**config.mk**
```make
export PLATFORM = sky130hd
export DESIGN_NAME = xoshiro256_reversible_generator
export DESIGN_NICKNAME = d
export VERILOG_FILES = /design/src/rtl/core/xrg_pkg.sv /design/src/rtl/core/xrg_ctrl.sv /design/src/rtl/core/xrg_datapath.sv /design/src/rtl/core/xoshiro256_reversible_generator.sv
export SDC_FILE = /design/constraint.sdc
export NUM_CORES = 2
export LEC_CHECK = 0
export BUFFER_PORTS_ARGS = -buffer_cell sky130_fd_sc_hd__buf_2
export CAP_MARGIN = 20
export CORE_ASPECT_RATIO = 1.75
export CORE_MARGIN = 4
export CORE_UTILIZATION = 50
export DETAILED_ROUTE_END_ITERATION = 12
export PLACE_DENSITY = 0.67
export SLEW_MARGIN = 25
export SYNTH_ARGS = -nofsm -noshare
export SYNTH_HDL_FRONTEND = slang
export SYNTH_SLANG_ARGS = --single-unit
```
**constraint.sdc**
```tcl
create_clock -name clk -period 9.7 [get_ports clk]
set_clock_uncertainty 0.2 [all_clocks]
set_input_delay 1.94 -clock clk [delete_from_list [all_inputs] [get_ports clk]]
set_output_delay 1.94 -clock clk [all_outputs]
set_load 0.005 [all_outputs]
```
**src/rtl/core/xrg_pkg.sv**
```systemverilog
// xrg_pkg: shared types and codes for the reversible xoshiro256 generator
// used by xrg_ctrl, xrg_datapath and the top level; no dependencies
package xrg_pkg;

	localparam int WORD_W   = 64;
	localparam int NUM_WORDS = 4;
	localparam int SEL_W    = 2;

	// item kinds
	localparam logic [1:0] KIND_FWD  = 2'd0;
	localparam logic [1:0] KIND_BWD  = 2'd1;
	localparam logic [1:0] KIND_LOAD = 2'd2;

	// scrambler codes
	localparam logic [1:0] MODE_STARSTAR = 2'd0;
	localparam logic [1:0] MODE_PLUS     = 2'd1;
	localparam logic [1:0] MODE_PLUSPLUS = 2'd2;

	// xoshiro256 constants
	localparam int SHIFT_A   = 17;
	localparam int ROT_B     = 45;
	localparam int ROT_PP    = 23;
	localparam int ROT_SS    = 7;

	typedef enum logic [1:0] {
		ST_IDLE,
		ST_RETREAT,
		ST_SCR1,
		ST_SCR2
	} ctrl_state_t;

	typedef struct packed {
		logic load;     // write seed word on accept
		logic retreat;  // undo one advance
		logic scr1;     // first scrambler stage
		logic scr2;     // second scrambler stage, writes result
		logic forward;  // advance state together with scr2
	} dp_cmd_t;

	typedef struct packed {
		logic out_blocked;
	} dp_sts_t;

endpackage

```
**src/rtl/core/xrg_ctrl.sv**
```systemverilog
// xrg_ctrl: sequencer for load, forward and backward items
// depends on xrg_pkg
module xrg_ctrl import xrg_pkg::*; (
	input  logic       clk,
	input  logic       arst_n,
	input  logic       in_valid,
	input  logic [1:0] kind,
	output logic       in_stall,
	output dp_cmd_t    cmd,
	input  dp_sts_t    sts
);

	ctrl_state_t state_q, state_d;
	logic        fwd_q, fwd_d;

	always_ff @(posedge clk or negedge arst_n) begin
		if (!arst_n) begin
			state_q <= ST_IDLE;
			fwd_q   <= 1'b0;
		end else begin
			state_q <= state_d;
			fwd_q   <= fwd_d;
		end
	end

	always_comb begin
		state_d     = state_q;
		fwd_d       = fwd_q;
		cmd         = '0;
		cmd.forward = fwd_q;
		in_stall    = (state_q != ST_IDLE);
		unique case (state_q)
			ST_IDLE: begin
				if (in_valid) begin
					unique case (kind)
						KIND_FWD: begin
							fwd_d   = 1'b1;
							state_d = ST_SCR1;
						end
						KIND_BWD: begin
							fwd_d   = 1'b0;
							state_d = ST_RETREAT;
						end
						KIND_LOAD: cmd.load = 1'b1;
						default: ;  // unused kind is dropped
					endcase
				end
			end
			ST_RETREAT: begin
				cmd.retreat = 1'b1;
				state_d     = ST_SCR1;
			end
			ST_SCR1: begin
				cmd.scr1 = 1'b1;
				state_d  = ST_SCR2;
			end
			ST_SCR2: begin
				// hold while the previous word still waits
				if (!sts.out_blocked) begin
					cmd.scr2 = 1'b1;
					state_d  = ST_IDLE;
				end
			end
			default: state_d = ST_IDLE;
		endcase
	end

endmodule

```
**src/rtl/core/xrg_datapath.sv**
```systemverilog
// xrg_datapath: state words, advance/retreat logic, two-stage scrambler, output register
// depends on xrg_pkg
module xrg_datapath import xrg_pkg::*; (
	input  logic              clk,
	input  logic              arst_n,
	input  dp_cmd_t           cmd,
	output dp_sts_t           sts,
	input  logic [1:0]        cfg_mode,
	input  logic [SEL_W-1:0]  word_select,
	input  logic [WORD_W-1:0] seed_word,
	input  logic              out_stall,
	output logic              out_valid,
	output logic [WORD_W-1:0] random_value
);

	logic [WORD_W-1:0] w_q [NUM_WORDS];
	logic [WORD_W-1:0] a_q, b_q, res_q;
	logic              out_valid_q;

	logic [WORD_W-1:0] adv [NUM_WORDS];
	logic [WORD_W-1:0] ret [NUM_WORDS];
	logic [WORD_W-1:0] t2, t3, w3r, u0, scr1_a, rot_a, scr2_r;

	function automatic logic [WORD_W-1:0] rotl(input logic [WORD_W-1:0] x, input int k);
		return (x << k) | (x >> (WORD_W - k));
	endfunction

	function automatic logic [WORD_W-1:0] rotr(input logic [WORD_W-1:0] x, input int k);
		return (x >> k) | (x << (WORD_W - k));
	endfunction

	// x ^= x << 17 is its own inverse after three rounds
	function automatic logic [WORD_W-1:0] undo_shift(input logic [WORD_W-1:0] x);
		logic [WORD_W-1:0] y;
		y = x ^ (x << SHIFT_A);
		y = y ^ (y << SHIFT_A);
		y = y ^ (y << SHIFT_A);
		return y;
	endfunction

	// forward step
	always_comb begin
		t2     = w_q[2] ^ w_q[0];
		t3     = w_q[3] ^ w_q[1];
		adv[0] = w_q[0] ^ t3;
		adv[1] = w_q[1] ^ t2;
		adv[2] = t2 ^ (w_q[1] << SHIFT_A);
		adv[3] = rotl(t3, ROT_B);
	end

	// backward step
	always_comb begin
		w3r    = rotr(w_q[3], ROT_B);
		ret[0] = w_q[0] ^ w3r;
		u0     = undo_shift(w_q[1] ^ w_q[2]);
		ret[1] = u0;
		ret[2] = w_q[1] ^ ret[0] ^ u0;
		ret[3] = w3r ^ u0;
	end

	// scrambler, stage one: times five or the plain sum
	always_comb begin
		unique case (cfg_mode)
			MODE_STARSTAR: scr1_a = w_q[1] + (w_q[1] << 2);
			default:       scr1_a = w_q[0] + w_q[3];
		endcase
	end

	// stage two: rotate and times nine, pass, or rotate and add
	always_comb begin
		rot_a = rotl(a_q, ROT_SS);
		unique case (cfg_mode)
			MODE_STARSTAR: scr2_r = rot_a + (rot_a << 3);
			MODE_PLUS:     scr2_r = a_q;
			default:       scr2_r = rotl(a_q, ROT_PP) + b_q;
		endcase
	end

	always_ff @(posedge clk or negedge arst_n) begin
		if (!arst_n) begin
			w_q[0] <= {{(WORD_W-1){1'b0}}, 1'b1};
			w_q[1] <= '1;
			w_q[2] <= {{(WORD_W-1){1'b0}}, 1'b1};
			w_q[3] <= '1;
		end else if (cmd.load) begin
			w_q[word_select] <= seed_word;
		end else if (cmd.retreat) begin
			w_q <= ret;
		end else if (cmd.scr2 && cmd.forward) begin
			w_q <= adv;
		end
	end

	always_ff @(posedge clk) begin
		if (cmd.scr1) begin
			a_q <= scr1_a;
			b_q <= w_q[0];
		end
		if (cmd.scr2) begin
			res_q <= scr2_r;
		end
	end

	always_ff @(posedge clk or negedge arst_n) begin
		if (!arst_n) begin
			out_valid_q <= 1'b0;
		end else if (cmd.scr2) begin
			out_valid_q <= 1'b1;
		end else if (!out_stall) begin
			out_valid_q <= 1'b0;
		end
	end

	assign sts.out_blocked = out_valid_q && out_stall;
	assign out_valid       = out_valid_q;
	assign random_value    = res_q;

endmodule

```
**src/rtl/core/xoshiro256_reversible_generator.sv**
```systemverilog
// xoshiro256_reversible_generator: top level, joins xrg_ctrl and xrg_datapath; uses xrg_pkg
// a forward step runs the two scrambler stages; a backward step runs the retreat first
// the input stays stalled until a step has written its word, and the last scrambler stage
// waits while the output word is stalled; a load gives no word and keeps the input open
// reset: state words 1, all ones, 1, all ones; scrambler starstar; output empty
module xoshiro256_reversible_generator import xrg_pkg::*; (
	input  logic              clk,
	input  logic              arst_n,
	input  logic              cfg_we,
	input  logic [1:0]        cfg_data,
	input  logic              in_valid,
	output logic              in_stall,
	input  logic [1:0]        kind,
	input  logic [SEL_W-1:0]  word_select,
	input  logic [WORD_W-1:0] seed_word,
	output logic              out_valid,
	input  logic              out_stall,
	output logic [WORD_W-1:0] random_value
);

	logic [1:0] mode_q;
	dp_cmd_t    cmd;
	dp_sts_t    sts;

	always_ff @(posedge clk or negedge arst_n) begin
		if (!arst_n) begin
			mode_q <= MODE_STARSTAR;
		end else if (cfg_we) begin
			mode_q <= cfg_data;
		end
	end

	xrg_ctrl u_ctrl (
		.clk      (clk),
		.arst_n   (arst_n),
		.in_valid (in_valid),
		.kind     (kind),
		.in_stall (in_stall),
		.cmd      (cmd),
		.sts      (sts)
	);

	xrg_datapath u_dp (
		.clk          (clk),
		.arst_n       (arst_n),
		.cmd          (cmd),
		.sts          (sts),
		.cfg_mode     (mode_q),
		.word_select  (word_select),
		.seed_word    (seed_word),
		.out_stall    (out_stall),
		.out_valid    (out_valid),
		.random_value (random_value)
	);

endmodule

```
==> metrics.yaml <==
vias: 37300
clkSlewWorstSetupHoldPaths_ns: 0.07
ctsHtreeMaxLevel: 2
place_hpwl_um: 131000
routed_via_density: 6.48
period_needed_ns: 4.94
worstPathRequired_ns: 9.85
relSlewSlack_pct: 29.4
cts_resized: 0
tritoncts: "built"
cts_root_buf: "clkbuf_16"
die_h_um: 380
finalSetupTns_ns: 0
postCtsSetupBuffers: 0
start_util_pct: 50.4
synth_nets: 5051
hold_path_class: "flip-flop to flip-flop"
crit_fanout: 4
rsz0062_at_grt: "no"
syn_area_mm2: 0.0395
grt_pass1_vias: 36900
grt_overflow: 0
drv_cap: 0
drc_errors: 0
critPathKind: "flip-flop to flip-flop"
worstMarginPinSlew_ns: 1.06
cts_buffer_depth: 3
place_congestion: 1.08
grt_pass1_wl_um: 245000
maxSlewViolCount: 0
drt_iter0_markers: 3692
async_reset_ff_share_pct: 57.7
syn_avg_cell_area_um2: 8.38
core_mm2: 0.0784
post_drt_wl_per_cell_um: 29.6
syn_to_final_growth_pct: 7.81
synth-warning-count: 0
ys_seq_elements: 454
hold_buffers: 0
hold_viol_final: 0
ios: 141
worstPathArrival_ns: 5.09
synth-seq-area-share_pct: 31.6
nets: 5006
clk_latency_ns: 0.64
grt_start_max_net_pins: 156
totalWireLength_um: 170000
status: "completed"
numCtsBuffers: 47
cp-start-kind: "flip-flop"
grtUsageTotal_pct: 39.7
fmax_mhz: 203
drive_gt1_share_pct: 9.29
port_buffers: 140
synth_edf_count: 192
cts.sinks: 454
fin_crit_sh_pct: 50.9
end_kind: "flip-flop"
ys.flop_type: "edfxtp_1"
syn-instance-count: 4721
finalSetupViolCount: 0
rows: 136
antenna_found_initial: 4
ant_nets: 0
die_w_um: 221
dieArea_mm2: 0.0838
synth_cell_types: 82
firstDrtPassIters: 6
-- metrics by stage --
| stage | std cells | hold WS [ns] | instance area [um2] | utilization (%) | setup WS [ns] |
|---|---|---|---|---|---|
| 3_5_place_dp | 5662 | 0.279 | 41000 | 52.3 | 4.93 |
| 6_report | 5755 | 0.286 | 42600 | 54.3 | 4.76 |
| 3_3_place_gp | 5662 | 0.263 | 41000 | 52.3 | 4.91 |
| 2_1_floorplan | 4721 | 0.248 | 39500 | - | 4.08 |
| 5_1_grt | 5750 | 0.327 | 42600 | 54.3 | 4.54 |
| 4_1_cts | 5750 | 0.294 | 42600 | 54.3 | 4.88 |
-- final timing paths --
kind / from / endpoint / slack, ns / depth (start not counted)
setup / recovery: u_dp.a_q[41] / u_dp.random_value[56] / 4.76 / 14
hold / removal: u_ctrl.fwd_q / u_ctrl.fwd_q / 0.29 / 2
setup reg to reg: u_dp.a_q[41] / u_dp.random_value[56] / 4.76 / 14
hold reg to reg: u_ctrl.fwd_q / u_ctrl.fwd_q / 0.29 / 2
max in group asynchronous: arst_n / mode_q[1] / 6.66 / 2
min in group asynchronous: arst_n / u_dp.w_q[214] / 1.11 / 1
-- area by class of cell --
type	count	area (um2)
multi-input combinational	3856	25600
clock buffer	68	1370
clock inverter	20	244
fill	7479	35800
inverter	125	472
sequential	454	12500
timing repair buffer	192	1140
tap	1035	1290
antenna	5	12.5
-- flip-flops by register name, summed over array words and instances, names as in the netlist --
signal	count
u_dp.w_q	256
u_dp.a_q	64
u_dp.b_q	64
u_dp.random_value	64
mode_q	2
u_ctrl.state_q	2
u_ctrl.fwd_q	1
u_dp.out_valid	1
-- cell families (layout without fill, tap and decap cells) --
family / count (synthesis) / count (layout) / synth area share [%]
other: 0 / 5 / 0
buffers and inverters: 411 / 405 / 3.92
flip-flops: 454 / 454 / 31.6
adder cells (fa/ha/maj): 255 / 255 / 8.15
XOR/XNOR: 709 / 709 / 15.7
AO/OA/AOI/OAI: 1611 / 1611 / 25.2
multiplexers: 68 / 68 / 1.73
AND/OR/NAND/NOR: 1213 / 1213 / 13.7
-- critical path, cell delays in order (launching register included) --
cell and delay (ns):
edfxtp_1 0.54, ha_1 0.27, inv_1 0.07, fa_1 0.41, nor2b_1 0.19, o2111a_1 0.28
o311a_1 0.22, a21oi_1 0.17, o21ai_1 0.67, a211o_1 0.31, nand2_1 0.09, o31ai_1 0.73
a21oi_1 0.18, xor2_1 0.24, a21oi_1 0.10
-- cells in the mapped netlist (7+ instances only) --
library cell / count / area [um2]
xnor2_1: 457 / 4000
a221o_1: 87 / 871
o22ai_1: 7 / 43.8
a2111oi_0: 7 / 61.3
a21o_1: 145 / 1090
and3_1: 55 / 344
dfrtp_1: 132 / 3300
nand2b_1: 16 / 100
a211oi_1: 65 / 488
nor2_1: 415 / 1560
a41oi_1: 9 / 78.8
o21a_1: 25 / 188
o21ai_0: 337 / 1690
o21bai_1: 58 / 435
inv_1: 124 / 465
a221oi_1: 11 / 96.3
dfstp_2: 130 / 3420
o31ai_1: 19 / 143
mux2i_1: 65 / 651
edfxtp_1: 192 / 5770
ha_1: 251 / 3140
o211ai_1: 23 / 173
nor2b_1: 20 / 125
and2_1: 28 / 175
a31oi_1: 31 / 194
nand4_1: 58 / 363
xor2_1: 252 / 2210
nand2_1: 382 / 1430
nand3_1: 60 / 300
nor3_1: 123 / 616
a21oi_1: 631 / 3160
nor4_1: 13 / 81.3
a22oi_1: 71 / 533
a21boi_0: 14 / 105
buf_1: 48 / 180
or3_1: 18 / 113
clkbuf_1: 231 / 867
-- cells in the final DEF (no fill, tap or decap), types with 9 or more instances in the layout --
cell,count
nor3_1,123
a21oi_1,631
nand2_1,382
buf_2,139
o21a_1,25
o21ai_0,337
nor4_1,13
nor2_1,407
o21bai_1,58
and3_1,54
inv_1,124
nand3_1,60
a211oi_1,65
xnor2_1,456
clkbuf_1,12
or3_1,18
dfrtp_1,130
a21boi_0,14
a221o_1,87
o31ai_1,19
buf_4,49
clkbuf_16,49
edfxtp_1,192
a21o_1,145
xor2_1,252
a41oi_1,9
a22oi_1,71
mux2i_1,65
o211ai_1,23
dfstp_2,130
and2_1,27
a31oi_1,31
nand2b_1,16
ha_1,249
nand4_1,58
nor2b_1,20
a221oi_1,11
-- routing by layer --
metal	routed length [um]	vias to the layer above	track usage, %
met3	11500	664	6.02
met4	22800	6	39.7
li1	-	17000	-
met5	46	-	0
met1	56000	17900	41.6
met2	80000	1715	65.6
Power is not shown: default switching activity piles up to over one toggle a cycle in this logic, so the estimate is an artifact.
